`src/hw/rtl/tlfq_pkg.sv`:
```
// shared types, constants and helpers for the three-level feedback queue scheduler
package tlfq_pkg;

    localparam int QUEUE_DEPTH = 16;
    localparam int LEVELS      = 3;

    localparam int HEAD_W = $clog2(QUEUE_DEPTH);
    localparam int CNT_W  = $clog2(QUEUE_DEPTH + 1);
    localparam int ADDR_W = $clog2(LEVELS * QUEUE_DEPTH);
    localparam int JOB_W  = 32;
    localparam int MEM_DEPTH = LEVELS * QUEUE_DEPTH;

    localparam int CFG_IDX_W = 3;

    localparam logic [CFG_IDX_W-1:0] CFG_SLICE0   = 3'd0;
    localparam logic [CFG_IDX_W-1:0] CFG_SLICE1   = 3'd1;
    localparam logic [CFG_IDX_W-1:0] CFG_SLICE2   = 3'd2;
    localparam logic [CFG_IDX_W-1:0] CFG_GAIN     = 3'd3;
    localparam logic [CFG_IDX_W-1:0] CFG_MAXPEN0  = 3'd4;
    localparam logic [CFG_IDX_W-1:0] CFG_MAXPEN1  = 3'd5;
    localparam logic [CFG_IDX_W-1:0] CFG_MAXPEN2  = 3'd6;

    localparam logic ACT_ARRIVE = 1'b0;
    localparam logic ACT_STEP   = 1'b1;

    localparam logic [1:0] ST_ACCEPTED = 2'd0;
    localparam logic [1:0] ST_REFUSED  = 2'd1;
    localparam logic [1:0] ST_RAN      = 2'd2;
    localparam logic [1:0] ST_IDLE     = 2'd3;

    localparam logic [1:0] LVL0 = 2'd0;
    localparam logic [1:0] LVL1 = 2'd1;
    localparam logic [1:0] LVL2 = 2'd2;

    typedef struct packed {
        logic [7:0]  pen;
        logic [15:0] work;
        logic [7:0]  id;
    } job_t;

    typedef struct packed {
        logic [31:0] time_now;
        logic [1:0]  next_level;
        logic        moved;
        logic        finished;
        logic [7:0]  penalty_after;
        logic [15:0] remaining;
        logic [1:0]  ran_level;
        logic [7:0]  ran_id;
    } result_t;

    function automatic logic [ADDR_W-1:0] level_base(input logic [1:0] lv);
        logic [ADDR_W-1:0] base;
        unique case (lv)
            LVL0:    base = '0;
            LVL1:    base = ADDR_W'(QUEUE_DEPTH);
            default: base = ADDR_W'(2 * QUEUE_DEPTH);
        endcase
        return base;
    endfunction

    function automatic logic [HEAD_W-1:0] tail_slot(input logic [HEAD_W-1:0] head,
                                                     input logic [CNT_W-1:0] count);
        logic [CNT_W:0] sum;
        sum = (CNT_W + 1)'(head) + (CNT_W + 1)'(count);
        if (sum >= (CNT_W + 1)'(QUEUE_DEPTH)) begin
            sum = sum - (CNT_W + 1)'(QUEUE_DEPTH);
        end
        return sum[HEAD_W-1:0];
    endfunction

    function automatic logic [HEAD_W-1:0] next_head(input logic [HEAD_W-1:0] head);
        logic [HEAD_W:0] sum;
        sum = (HEAD_W + 1)'(head) + (HEAD_W + 1)'(1);
        if (sum >= (HEAD_W + 1)'(QUEUE_DEPTH)) begin
            sum = '0;
        end
        return sum[HEAD_W-1:0];
    endfunction

endpackage

```
`src/hw/rtl/tlfq_ram.sv`:
```
// generic simple dual-port ram with registered read
module tlfq_ram #(
    parameter int WIDTH = 32,
    parameter int DEPTH = 48
) (
    input  logic                     aclk,
    input  logic                     we,
    input  logic [$clog2(DEPTH)-1:0] waddr,
    input  logic [WIDTH-1:0]         wdata,
    input  logic [$clog2(DEPTH)-1:0] raddr,
    output logic [WIDTH-1:0]         rdata
);

    logic [WIDTH-1:0] mem [DEPTH];
    logic [WIDTH-1:0] rdata_reg;

    always_ff @(posedge aclk) begin
        if (we) begin
            mem[waddr] <= wdata;
        end
        rdata_reg <= mem[raddr];
    end

    assign rdata = rdata_reg;

endmodule

```
`src/hw/rtl/three_level_feedback_queue_scheduler_unit.sv`:
```
// top level of the three-level feedback queue scheduler
//
// input channel s_*: one transaction is either an arrival (job id and size
// go to the tail of level 0) or a scheduling step (the head of the highest
// non-empty level runs one slice). every input transaction gives exactly one
// result transaction on m_*, whose tuser carries the status code.
// config channel cfg_*: always ready; writes slices, penalty gain and the
// penalty limits, and is meant to be used while the unit is idle.
// arrivals and steps on an empty scheduler write their result into the
// output register on acceptance; a step that runs a job first reads the job
// from memory, then updates it, writes it back and registers the result.
// one arrival per cycle while the receiver keeps up; a step that runs a job
// holds off new input until its write-back, as the single job memory port pair reads first.
// reset (synchronous, active low) empties all levels, clears time and loads
// the default config; job memory contents are not cleared.
// when the receiver stalls, the finished result waits in the output register
// and one more input transaction is taken only as that register drains.
module three_level_feedback_queue_scheduler_unit
    import tlfq_pkg::*;
(
    input  logic                 aclk,
    input  logic                 aresetn,
    input  logic                 s_tvalid,
    output logic                 s_tready,
    input  logic [23:0]          s_tdata,   // job_id, job_size
    input  logic [0:0]           s_tuser,   // action
    output logic                 m_tvalid,
    input  logic                 m_tready,
    output logic [71:0]          m_tdata,   // ran_id, ran_level, remaining, penalty_after,
                                            // finished, moved, next_level, time_now
    output logic [1:0]           m_tuser,   // status
    input  logic                 cfg_valid,
    output logic                 cfg_ready,
    input  logic [CFG_IDX_W-1:0] cfg_index,
    input  logic [7:0]           cfg_data
);

    localparam logic S_IDLE = 1'b0;
    localparam logic S_RUN  = 1'b1;

    logic              state_reg, state_next;
    logic [1:0]        run_level_reg, run_level_next;
    logic [HEAD_W-1:0] level_head_reg [LEVELS];
    logic [HEAD_W-1:0] level_head_next [LEVELS];
    logic [CNT_W-1:0]  level_count_reg [LEVELS];
    logic [CNT_W-1:0]  level_count_next [LEVELS];
    logic [CNT_W-1:0]  jobs_held_reg, jobs_held_next;
    logic [31:0]       time_reg, time_next;
    logic              out_valid_reg, out_valid_next;
    logic [1:0]        out_status_reg, out_status_next;
    result_t           out_reg, out_next;

    logic [7:0] slice_reg [LEVELS];
    logic [7:0] maxpen_reg [LEVELS];
    logic [7:0] gain_reg;

    logic              mem_we;
    logic [ADDR_W-1:0] mem_waddr;
    logic [ADDR_W-1:0] mem_raddr;
    job_t              mem_wdata;
    logic [JOB_W-1:0]  mem_rdata;

    logic              in_fire;
    logic [7:0]        in_id;
    logic [15:0]       in_size;
    logic [1:0]        pick_level;
    logic              any_job;

    job_t              run_job;
    logic [7:0]        run_slice;
    logic [15:0]       work_new;
    logic [8:0]        pen_sum;
    logic              fin;
    logic              move;
    logic [1:0]        move_level;
    logic [1:0]        push_level;

    tlfq_ram #(
        .WIDTH(JOB_W),
        .DEPTH(MEM_DEPTH)
    ) u_job_ram (
        .aclk (aclk),
        .we   (mem_we),
        .waddr(mem_waddr),
        .wdata(mem_wdata),
        .raddr(mem_raddr),
        .rdata(mem_rdata)
    );

    assign cfg_ready = 1'b1;
    assign s_tready  = (state_reg == S_IDLE) && (!out_valid_reg || m_tready);
    assign in_fire   = s_tvalid && s_tready;
    assign in_id     = s_tdata[7:0];
    assign in_size   = s_tdata[23:8];

    assign m_tvalid = out_valid_reg;
    assign m_tuser  = out_status_reg;
    assign m_tdata  = {2'b00, out_reg};

    always_comb begin
        any_job = 1'b1;
        priority if (level_count_reg[0] != '0) begin
            pick_level = LVL0;
        end else if (level_count_reg[1] != '0) begin
            pick_level = LVL1;
        end else if (level_count_reg[2] != '0) begin
            pick_level = LVL2;
        end else begin
            pick_level = LVL0;
            any_job    = 1'b0;
        end
    end

    assign mem_raddr = level_base(pick_level) + ADDR_W'(level_head_reg[pick_level]);

    always_comb begin
        run_job   = job_t'(mem_rdata);
        run_slice = slice_reg[run_level_reg];
        work_new  = (run_job.work > 16'(run_slice)) ? run_job.work - 16'(run_slice) : '0;
        pen_sum   = 9'(run_job.pen) + 9'(gain_reg);
        fin       = (work_new == '0);
        move      = (pen_sum >= 9'(maxpen_reg[run_level_reg]));
        move_level = (run_level_reg == LVL2) ? LVL0 : run_level_reg + 2'd1;
        push_level = move ? move_level : run_level_reg;
    end

    always_comb begin
        state_next     = state_reg;
        run_level_next = run_level_reg;
        for (int i = 0; i < LEVELS; i++) begin
            level_head_next[i]  = level_head_reg[i];
            level_count_next[i] = level_count_reg[i];
        end
        jobs_held_next  = jobs_held_reg;
        time_next       = time_reg;
        out_valid_next  = out_valid_reg && !m_tready;
        out_status_next = out_status_reg;
        out_next        = out_reg;
        mem_we          = 1'b0;
        mem_waddr       = '0;
        mem_wdata       = '0;

        unique case (state_reg)
            S_IDLE: begin
                if (in_fire) begin
                    if (s_tuser[0] == ACT_ARRIVE) begin
                        out_valid_next = 1'b1;
                        out_next       = '0;
                        out_next.ran_id    = in_id;
                        out_next.remaining = in_size;
                        out_next.time_now  = time_reg;
                        if (jobs_held_reg >= CNT_W'(QUEUE_DEPTH)) begin
                            out_status_next = ST_REFUSED;
                        end else begin
                            out_status_next = ST_ACCEPTED;
                            mem_we    = 1'b1;
                            mem_waddr = level_base(LVL0) +
                                        ADDR_W'(tail_slot(level_head_reg[0], level_count_reg[0]));
                            mem_wdata.id   = in_id;
                            mem_wdata.work = in_size;
                            mem_wdata.pen  = '0;
                            level_count_next[0] = level_count_reg[0] + CNT_W'(1);
                            jobs_held_next      = jobs_held_reg + CNT_W'(1);
                        end
                    end else if (!any_job) begin
                        time_next       = time_reg + 32'd1;
                        out_valid_next  = 1'b1;
                        out_status_next = ST_IDLE;
                        out_next          = '0;
                        out_next.time_now = time_reg + 32'd1;
                    end else begin
                        // pop the head now, the job comes back from memory next cycle
                        level_head_next[pick_level]  = next_head(level_head_reg[pick_level]);
                        level_count_next[pick_level] = level_count_reg[pick_level] - CNT_W'(1);
                        run_level_next = pick_level;
                        state_next     = S_RUN;
                    end
                end
            end
            default: begin
                state_next      = S_IDLE;
                time_next       = time_reg + 32'(run_slice);
                out_valid_next  = 1'b1;
                out_status_next = ST_RAN;
                out_next.ran_id     = run_job.id;
                out_next.ran_level  = run_level_reg;
                out_next.remaining  = work_new;
                out_next.finished   = fin;
                out_next.moved      = !fin && move;
                out_next.time_now   = time_reg + 32'(run_slice);
                if (fin) begin
                    jobs_held_next         = jobs_held_reg - CNT_W'(1);
                    out_next.penalty_after = pen_sum[8] ? 8'hff : pen_sum[7:0];
                    out_next.next_level    = LVL0;
                end else begin
                    out_next.penalty_after = move ? 8'd0 : pen_sum[7:0];
                    out_next.next_level    = push_level;
                    mem_we    = 1'b1;
                    mem_waddr = level_base(push_level) +
                                ADDR_W'(tail_slot(level_head_reg[push_level],
                                                  level_count_reg[push_level]));
                    mem_wdata.id   = run_job.id;
                    mem_wdata.work = work_new;
                    mem_wdata.pen  = move ? 8'd0 : pen_sum[7:0];
                    level_count_next[push_level] = level_count_reg[push_level] + CNT_W'(1);
                end
            end
        endcase
    end

    always_ff @(posedge aclk) begin
        if (!aresetn) begin
            state_reg     <= S_IDLE;
            run_level_reg <= LVL0;
            for (int i = 0; i < LEVELS; i++) begin
                level_head_reg[i]  <= '0;
                level_count_reg[i] <= '0;
            end
            jobs_held_reg  <= '0;
            time_reg       <= '0;
            out_valid_reg  <= 1'b0;
            out_status_reg <= ST_ACCEPTED;
            slice_reg[0]   <= 8'd1;
            slice_reg[1]   <= 8'd1;
            slice_reg[2]   <= 8'd1;
            gain_reg       <= 8'd1;
            maxpen_reg[0]  <= 8'd2;
            maxpen_reg[1]  <= 8'd2;
            maxpen_reg[2]  <= 8'd4;
        end else begin
            state_reg     <= state_next;
            run_level_reg <= run_level_next;
            for (int i = 0; i < LEVELS; i++) begin
                level_head_reg[i]  <= level_head_next[i];
                level_count_reg[i] <= level_count_next[i];
            end
            jobs_held_reg  <= jobs_held_next;
            time_reg       <= time_next;
            out_valid_reg  <= out_valid_next;
            out_status_reg <= out_status_next;
            if (cfg_valid && cfg_ready) begin
                unique case (cfg_index)
                    CFG_SLICE0:  slice_reg[0]  <= cfg_data;
                    CFG_SLICE1:  slice_reg[1]  <= cfg_data;
                    CFG_SLICE2:  slice_reg[2]  <= cfg_data;
                    CFG_GAIN:    gain_reg      <= cfg_data;
                    CFG_MAXPEN0: maxpen_reg[0] <= cfg_data;
                    CFG_MAXPEN1: maxpen_reg[1] <= cfg_data;
                    CFG_MAXPEN2: maxpen_reg[2] <= cfg_data;
                    default: ;
                endcase
            end
        end
    end

    always_ff @(posedge aclk) begin
        out_reg <= out_next;
    end

endmodule

```
`config.mk`:
```
export PLATFORM = sky130hd
export DESIGN_NAME = three_level_feedback_queue_scheduler_unit
export DESIGN_NICKNAME = d
export VERILOG_FILES = /design/src/hw/rtl/tlfq_pkg.sv /design/src/hw/rtl/tlfq_ram.sv /design/src/hw/rtl/three_level_feedback_queue_scheduler_unit.sv
export SDC_FILE = /design/constraint.sdc
export NUM_CORES = 2
export LEC_CHECK = 0
export BUFFER_PORTS_ARGS = -buffer_cell sky130_fd_sc_hd__buf_2
export CAP_MARGIN = 20
export CORE_MARGIN = 8
export CORE_UTILIZATION = 57
export CTS_CLUSTER_DIAMETER = 80
export DETAILED_ROUTE_END_ITERATION = 10
export GPL_TIMING_DRIVEN = 1
export PLACE_DENSITY_LB_ADDON = 0.15
export SKIP_LAST_GASP = 1
export SLEW_MARGIN = 20
export SYNTH_ARGS = -nofsm -noshare
export SYNTH_HDL_FRONTEND = slang
export SYNTH_HIERARCHICAL = 1
export SYNTH_SLANG_ARGS = --single-unit
export TNS_END_PERCENT = 20
```
`constraint.sdc`:
```
create_clock -name aclk -period 7.65 [get_ports aclk]
set_input_delay 1.1475 -clock aclk [delete_from_list [all_inputs] [get_ports aclk]]
set_output_delay 1.1475 -clock aclk [all_outputs]
set_load 0.1 [all_outputs]
```
Yosys cells after proc, flatten, opt, wreduce, memory -nomap -nowiden --
Memories as Yosys holds them, arrays and structs flattened. A register that Yosys moved wholly into a read port is not among the register bits. Cells that the tools add are included.
Cells by class: bitwise operators 18, eq/ne operators 15, $mul 0, shifts and indexed selects 0, multiplexer cells 128, $lt $le $gt $ge 10, add/subtract/negate cells 17, div/mod/pow operators 0, reduce and logical (&&, ||, !) cells 27
Operator list (count):
- $mux W70 | 4
- $mux W32 | 6
- $mux W24 | 3
- $mux W8 | 9
- $mux W4 | 16
- $mux W15 | 4
- $mux W5 | 12
- $mux W12 | 4
- $mux W1 | 42
- $add A32 B1 Y32 const B | 1
- $add A32 B8 Y32 | 1
- $bwmux W15 | 2
- $mux W2 | 14
- $mux W6 | 4
- $pmux W6 S2 | 2
- $demux W5 S2 | 2
- $gt A16 B8 Y1 | 1
- $logic_not A16 Y1 | 1
- $mux W16 | 1
- $sub A16 B8 Y16 | 1
- $add A5 B1 Y5 const B | 3
- $reduce_bool A5 Y1 | 3
- $add A4 B5 Y6 | 2
- $add A6 B4 Y6 | 2
- other kinds (35) | 75
Storage, ports and cells: bits of input ports 41, memory bits (writable) 1611, memories 5, bits in registers 121, bits in read-only memories 0, bits in latches 0
Memory list:
- u_job_ram.mem | depth 48, width 32, read ports 1, clocked after Yosys merged registers in 1, write ports 1, line tlfq_ram.sv:14 | logic [WIDTH-1:0] mem [DEPTH];
- maxpen_reg | depth 3, width 8, read ports 1, clocked after Yosys merged registers in 1, write ports 3, line three_level_feedback_queue_scheduler_unit.sv:54 | logic [7:0] maxpen_reg [LEVELS];
- slice_reg | depth 3, width 8, read ports 1, clocked after Yosys merged registers in 1, write ports 3, line three_level_feedback_queue_scheduler_unit.sv:53 | logic [7:0] slice_reg [LEVELS];
- level_count_reg | depth 3, width 5, read ports 5, clocked after Yosys merged registers in 0, write ports 3, line three_level_feedback_queue_scheduler_unit.sv:45 | logic [CNT_W-1:0] level_count_reg [LEVELS];
- level_head_reg | depth 3, width 4, read ports 5, clocked after Yosys merged registers in 0, write ports 3, line three_level_feedback_queue_scheduler_unit.sv:43 | logic [HEAD_W-1:0] level_head_reg [LEVELS];

Longest topological paths before layout --
An unclocked memory read counts as a cell.
depth in word-level cells 19, gate-level depth with buffers 27, mapped depth without buffers 27

Cells and area by module --
The synthesis kept the hierarchy.
By module, submodules not included:
- tlfq_ram | seq. area each 46764.9 sq um, times used 1, area each 60161.4 sq um, cells each 2912
- three_level_feedback_queue_scheduler_unit | seq. area each 5144.9 sq um, times used 1, area each 11707.5 sq um, cells each 1253

Worst setup path after synthesis --
Ideal clock, no wire load.
kind register to register, from register gain_reg[1], to memory u_job_ram.mem[18][0], enable pin, arrival time 7419 ps, stages on the path, launching flop included 28, data required time 7189 ps, setup slack -230 ps, cell sequence dfxtp_1 > ha_1 > a21o_1 > a21oi_1 > o21bai_1 > a21oi_1 > o21bai_1 > a21oi_1 > xor2_1 > inv_1 > ha_1 > nand3_1 > or3_1 > o211ai_1 > nor3_1 > nor2b_1 > a22oi_1 > nor2_1 > a221o_1 > ha_1 > a21o_1 > a21oi_1 > xnor2_1 > xnor2_1 > o22ai_1 > nor4bb_1 > nand2_1 > nor3_1
On the way: cells in the longest elaborated chain, start to end 12
Ends and longest elaborated chain:
- start, declared | line three_level_feedback_queue_scheduler_unit.sv:55 | logic [7:0] gain_reg;
- start signal, assigned | line three_level_feedback_queue_scheduler_unit.sv:246 | CFG_GAIN: gain_reg <= cfg_data;
- $add A8 B8 Y9 (*) | line three_level_feedback_queue_scheduler_unit.sv:120 | pen_sum = 9'(run_job.pen) + 9'(gain_reg);
- $ge A9 B8 Y1 (*) | line three_level_feedback_queue_scheduler_unit.sv:122 | move = (pen_sum >= 9'(maxpen_reg[run_level_reg]));
- $mux W2 (*) | line three_level_feedback_queue_scheduler_unit.sv:124 | push_level = move ? move_level : run_level_reg;
- $mem_v2 Z3 W4 / $mem_v2 Z3 W5 (equally long branches)
- $add A4 B5 Y6 (*) | line tlfq_pkg.sv:65 | sum = (CNT_W + 1)'(head) + (CNT_W + 1)'(count);
- $ge A6 B5 Y1 / $sub A4 B1 Y4 (equally long branches) | line tlfq_pkg.sv:66, tlfq_pkg.sv:67
- $mux W4 (*) | line tlfq_pkg.sv:66 | if (sum >= (CNT_W + 1)'(QUEUE_DEPTH)) begin
- $mux W4 (*) | line three_level_feedback_queue_scheduler_unit.sv:191 | if (fin) begin
- $mux W4 (*) | line three_level_feedback_queue_scheduler_unit.sv:143 | unique case (state_reg)
- $add A6 B4 Y6 (*) | line three_level_feedback_queue_scheduler_unit.sv:199 | mem_waddr = level_base(push_level) +
- $mux W6 (*) | line three_level_feedback_queue_scheduler_unit.sv:191
- $mux W6 (*) | line three_level_feedback_queue_scheduler_unit.sv:143
- net mem_waddr[3] | line three_level_feedback_queue_scheduler_unit.sv:58 | logic [ADDR_W-1:0] mem_waddr;
- end, declared | line tlfq_ram.sv:14
Mark *: on every way through the listed nets, which the timed path passes. The rest lies on a longest branch. The select of a mux whose other input is x is not followed.

Worst setup path in the final report --
from register gain_reg[1], to memory u_job_ram.mem[9][4], enable pin
Same word-level chain as after synthesis.

==> qor.log <==
INFO  clock_network  clock_latency=0.82ns
INFO  cells_and_area flow.area_growth_from_synthesis=12.9%
INFO  logic_synthesis synth-async-reset-ratio=0%
INFO  cells_and_area post_layout_nonfiller_instances=6,170
INFO  cells_and_area multiInputGateArea=0.0190mm2
INFO  logic_synthesis postSynthAreaPerCell=17.3um2
INFO  sta            timing_max_transition_violations_final=0
INFO  sta            final.period_utilization=94.6%
INFO  global_route   grt_antenna_before_repair=15
INFO  sta            worst_slew_pin_slew=1.09ns
INFO  hold_path      worstHoldPathCells=2
INFO  worst_setup_path critPathCaptureType=register
INFO  global_route   grt_pass1_vias=37,600
INFO  placement      worst_setup_slack_before_clock_tree_synthesis=0.379ns
INFO  worst_setup_path cp_data_required_time=8.08ns
INFO  drt            wl_per_cell=29.3um
INFO  worst_setup_path setup.worst_path.start_class=register
INFO  floorplanning  initial_standard_cell_utilization_of_the_core=57.3%
INFO  cells_and_area max_flop_register=u_job_ram/mem
INFO  sta            holdWs=0.451ns
INFO  worst_setup_path worst_r2r_path_depth=27
INFO  sta            setup_viol_count_final=0
INFO  floorplanning  placement_rows=130
INFO  logic_synthesis synth_flop_cell=sky130_fd_sc_hd__edfxtp_1
INFO  drt            routed_wirelength=181mm
INFO  clock_network  cts_buffers=176
INFO  placement      dp.cells=5,843
INFO  status         status=complete, no violations
INFO  sta            max_slew_margin=27.2%
INFO  drt            drtPass1Iterations=7
INFO  placement      place_hpwl=113mm
INFO  pwr            ir_drop=0.000553V
INFO  cells_and_area post-route-util=64.7%
INFO  logic_synthesis yosys_register_bits=1,766
INFO  cells_and_area ff_latch_area=0.0519mm2
INFO  worst_setup_path worstPathArrival=7.67ns
INFO  logic_synthesis number_of_unique_standard_cell_types_used_by_synthesis=82
INFO  clock_network  cts_num_sinks=1,766
INFO  clock_network  cts.root.buffer_cell=sky130_fd_sc_hd__clkbuf_16
INFO  sta            final.setup_skew=0.0279ns
INFO  floorplanning  die_width=371um
INFO  drt            detail_route.drc_violations=0
INFO  cells_and_area finish.net_count=4,466
INFO  clock_network  clockBufferDepth=3
INFO  sta            final_critical_path_setup_slack=0.411ns
INFO  placement      portBuffers=114
INFO  sta            grt_setup_unrepaired=true
INFO  clock_network  tritoncts=done
INFO  sta            period_minus_slack=7.24ns
INFO  floorplanning  top_level_ports=118
INFO  sta            fin_hold_viols=0
INFO  clock_network  cts.reportedPaths.clkPinSlew=0.06ns
INFO  global_route   largest_net_degree_at_the_start_of_global_routing=129
INFO  global_route   first_pass_grt_wire_length=261mm
INFO  pwr            power_per_standard_cell_area=453mW/mm2
INFO  global_route   globalRouteOverflowTotal=0
INFO  logic_synthesis synthesis.instances=4,165
INFO  cells_and_area postLayoutCellArea=0.0811mm2
INFO  drt            drtAntennaViolNets=0
INFO  cells_and_area largest_reg_flops=1,536
INFO  worst_setup_path setup.worst_path.class=reg -> reg
INFO  drt            dr_total_vias=39,100
INFO  logic_synthesis synth-edff-count=1,654
INFO  placement      placed_cell_area=0.0753mm2
INFO  logic_synthesis synth_area=0.0719mm2
INFO  worst_setup_path highest_net_fanout_along_the_worst_path=32
INFO  hold_path      hold_wc_path_type=reg -> reg
INFO  clock_network  h_tree_lvl_count=4
INFO  logic_synthesis ys_seq_area_share=72.2%
INFO  floorplanning  die_area=0.138mm2
INFO  floorplanning  die-height=371um
INFO  drt            drt-vias-per-instance=6.33
INFO  global_route   grt_usage=26.0%
INFO  logic_synthesis synth_top_cells_by_area=sky130_fd_sc_hd__edfxtp_1 (69%), sky130_fd_sc_hd__mux2i_1 (7.7%), sky130_fd_sc_hd__mux4_2 (5.0%)
INFO  drt            drtIter0Drc=4,727
INFO  logic_synthesis synth.largest_area_cell=sky130_fd_sc_hd__edfxtp_1
INFO  floorplanning  core-area=0.125mm2
INFO  placement      place.gp.congestion=0.909
INFO  cells_and_area fill_cells=8,617
INFO  logic_synthesis yosys_warnings=6
INFO  sta            max_freq=138MHz
INFO  logic_synthesis synthDominantCellAreaShare=69.1%
INFO  flow_run       maxCapViolCount=0
INFO  pwr            total_leakage_power=0.0265uW
INFO  cells_and_area layout-drive-gt1-share=18.1%
kinds of logic after synthesis:
| logic type | Yosys count | share of synthesized area (%) |
|---|---|---|
| other | 2 | 0.0104 |
| multiplexers | 715 | 12.7 |
| adder cells (fa/ha/maj) | 53 | 0.985 |
| XOR/XNOR | 93 | 1.13 |
| flip-flops | 1766 | 72.2 |
| buffers and inverters | 287 | 2.10 |
| AND/OR/NAND/NOR | 559 | 3.60 |
| AO/OA/AOI/OAI | 690 | 7.19 |
repair_timing:
| item | 4_1_cts | 5_1_grt |
|---|---|---|
| endpoints found under the setup margin | 0 | 698 |
| buffers inserted | 0 | 1 |
| hold buffers | 0 | 0 |
| gates resized for setup | 0 | 14 |
| endpoints found under the hold margin | 0 | 0 |
per-layer routing:
layer  track usage (%)  up-vias  part of all wire [%]
li1                  -    17100                     -
met1              37.6    19900                    42
met2              40.3     1850                    46
met3              4.83      264                   9.1
met4              8.18        4                   3.1
met5                 0        -                 0.014
power breakdown:
part / total [uW] / switching [uW] / internal, uW / leakage (uW)
logic: 16300 / 10400 / 5930 / 0.00737
registers: 11800 / 248 / 11500 / 0.0163
clock network: 8610 / 3650 / 4960 / 0.00281
total: 36700 / 14300 / 22400 / 0.0265
stage by stage:
stage / setup TNS, ns / power, uW
after floorplan: -7.51 / 23300
after global placement: 0 / 28100
after detailed placement: 0 / 28100
after CTS: 0 / 36700
after global routing: -3.55 / 38000
final: 0 / 36700
cell usage after synthesis, types with 6 or more instances:
master / instances
sky130_fd_sc_hd__a211oi_1: 12
sky130_fd_sc_hd__a21o_1: 24
sky130_fd_sc_hd__a21oi_1: 152
sky130_fd_sc_hd__a21oi_2: 7
sky130_fd_sc_hd__a221oi_1: 66
sky130_fd_sc_hd__a22o_1: 76
sky130_fd_sc_hd__a22oi_1: 131
sky130_fd_sc_hd__a32o_1: 10
sky130_fd_sc_hd__and2_1: 24
sky130_fd_sc_hd__and3_1: 19
sky130_fd_sc_hd__buf_1: 26
sky130_fd_sc_hd__buf_2: 27
sky130_fd_sc_hd__buf_4: 26
sky130_fd_sc_hd__buf_6: 39
sky130_fd_sc_hd__clkbuf_1: 118
sky130_fd_sc_hd__dfxtp_1: 112
sky130_fd_sc_hd__edfxtp_1: 1654
sky130_fd_sc_hd__fa_1: 6
sky130_fd_sc_hd__ha_1: 47
sky130_fd_sc_hd__inv_1: 49
sky130_fd_sc_hd__mux2i_1: 552
sky130_fd_sc_hd__mux4_2: 160
sky130_fd_sc_hd__nand2_1: 200
sky130_fd_sc_hd__nand2b_1: 19
sky130_fd_sc_hd__nand3_1: 36
sky130_fd_sc_hd__nand3b_1: 7
sky130_fd_sc_hd__nand4_1: 8
sky130_fd_sc_hd__nor2_1: 160
sky130_fd_sc_hd__nor2b_1: 17
sky130_fd_sc_hd__nor3_1: 25
sky130_fd_sc_hd__o211a_1: 8
sky130_fd_sc_hd__o211ai_1: 9
sky130_fd_sc_hd__o21a_1: 13
sky130_fd_sc_hd__o21ai_0: 66
sky130_fd_sc_hd__o22ai_1: 37
sky130_fd_sc_hd__o41ai_2: 32
sky130_fd_sc_hd__or2_2: 8
sky130_fd_sc_hd__or3_1: 12
sky130_fd_sc_hd__xnor2_1: 53
sky130_fd_sc_hd__xor2_1: 40
cell type report:
| cell class | count | share of cell area [%] |
|---|---|---|
| well taps | 1650 | 2.55 |
| repair buffers | 265 | 2.73 |
| inverters | 50 | 0.236 |
| clock buffers | 231 | 5.81 |
| diodes | 1 | 0.00308 |
| flip-flops and latches | 1766 | 64.0 |
| multi-input cells | 2113 | 23.4 |
| clock inverters | 94 | 1.32 |
layout by cell type, fill, tap and decap left out, types with 31 or more instances in the layout:
cell type	count
sky130_fd_sc_hd__nand2_1	198
sky130_fd_sc_hd__nor2_4	48
sky130_fd_sc_hd__a21oi_1	152
sky130_fd_sc_hd__o41ai_2	32
sky130_fd_sc_hd__mux4_2	160
sky130_fd_sc_hd__xnor2_1	53
sky130_fd_sc_hd__a22oi_1	131
sky130_fd_sc_hd__ha_1	47
sky130_fd_sc_hd__xor2_1	40
sky130_fd_sc_hd__o21ai_0	58
sky130_fd_sc_hd__nor2_1	106
sky130_fd_sc_hd__a221oi_1	66
sky130_fd_sc_hd__a22o_1	76
sky130_fd_sc_hd__buf_12	37
sky130_fd_sc_hd__inv_1	47
sky130_fd_sc_hd__clkbuf_1	48
sky130_fd_sc_hd__buf_2	114
sky130_fd_sc_hd__clkinv_2	31
sky130_fd_sc_hd__dfxtp_1	111
sky130_fd_sc_hd__mux2i_1	552
sky130_fd_sc_hd__edfxtp_1	1654
sky130_fd_sc_hd__nand3_1	36
sky130_fd_sc_hd__buf_4	103
sky130_fd_sc_hd__clkbuf_16	179
sky130_fd_sc_hd__o22ai_1	37
critical path, cell delays in order, from the launching register on:
cell,delay (ns)
sky130_fd_sc_hd__dfxtp_1,0.34
sky130_fd_sc_hd__ha_1,0.30
sky130_fd_sc_hd__a21o_1,0.18
sky130_fd_sc_hd__a21oi_1,0.24
sky130_fd_sc_hd__o21bai_1,0.09
sky130_fd_sc_hd__a21oi_1,0.23
sky130_fd_sc_hd__o21bai_1,0.10
sky130_fd_sc_hd__a21oi_1,0.17
sky130_fd_sc_hd__xor2_1,0.30
sky130_fd_sc_hd__inv_1,0.08
sky130_fd_sc_hd__ha_1,0.32
sky130_fd_sc_hd__nand3_1,0.13
sky130_fd_sc_hd__or3_1,0.14
sky130_fd_sc_hd__o211ai_1,0.23
sky130_fd_sc_hd__nor3_1,0.57
sky130_fd_sc_hd__nor2b_1,0.22
sky130_fd_sc_hd__a22oi_1,0.18
sky130_fd_sc_hd__nor2_1,0.06
sky130_fd_sc_hd__a221o_1,0.31
sky130_fd_sc_hd__ha_1,0.28
sky130_fd_sc_hd__a21o_1,0.18
sky130_fd_sc_hd__a21oi_1,0.16
sky130_fd_sc_hd__xnor2_1,0.15
sky130_fd_sc_hd__xnor2_1,0.08
sky130_fd_sc_hd__o22ai_1,0.44
sky130_fd_sc_hd__or3b_2,0.71
sky130_fd_sc_hd__nor2_4,0.14
sky130_fd_sc_hd__buf_4,0.48
final timing paths:
check             slack [ns]                     start                             to
setup reg to reg        0.41  gain_reg[1]$_SDFFE_PN0P_  u_job_ram/mem[9][4]$_DFFE_PP_
hold / removal          0.45   m_tuser[1]$_SDFFE_PN0P_        m_tuser[1]$_SDFFE_PN0P_
hold reg to reg         0.45   m_tuser[1]$_SDFFE_PN0P_        m_tuser[1]$_SDFFE_PN0P_
setup / recovery        0.41  gain_reg[1]$_SDFFE_PN0P_  u_job_ram/mem[9][4]$_DFFE_PP_
Note: power is estimated with default switching activity, not from simulation.
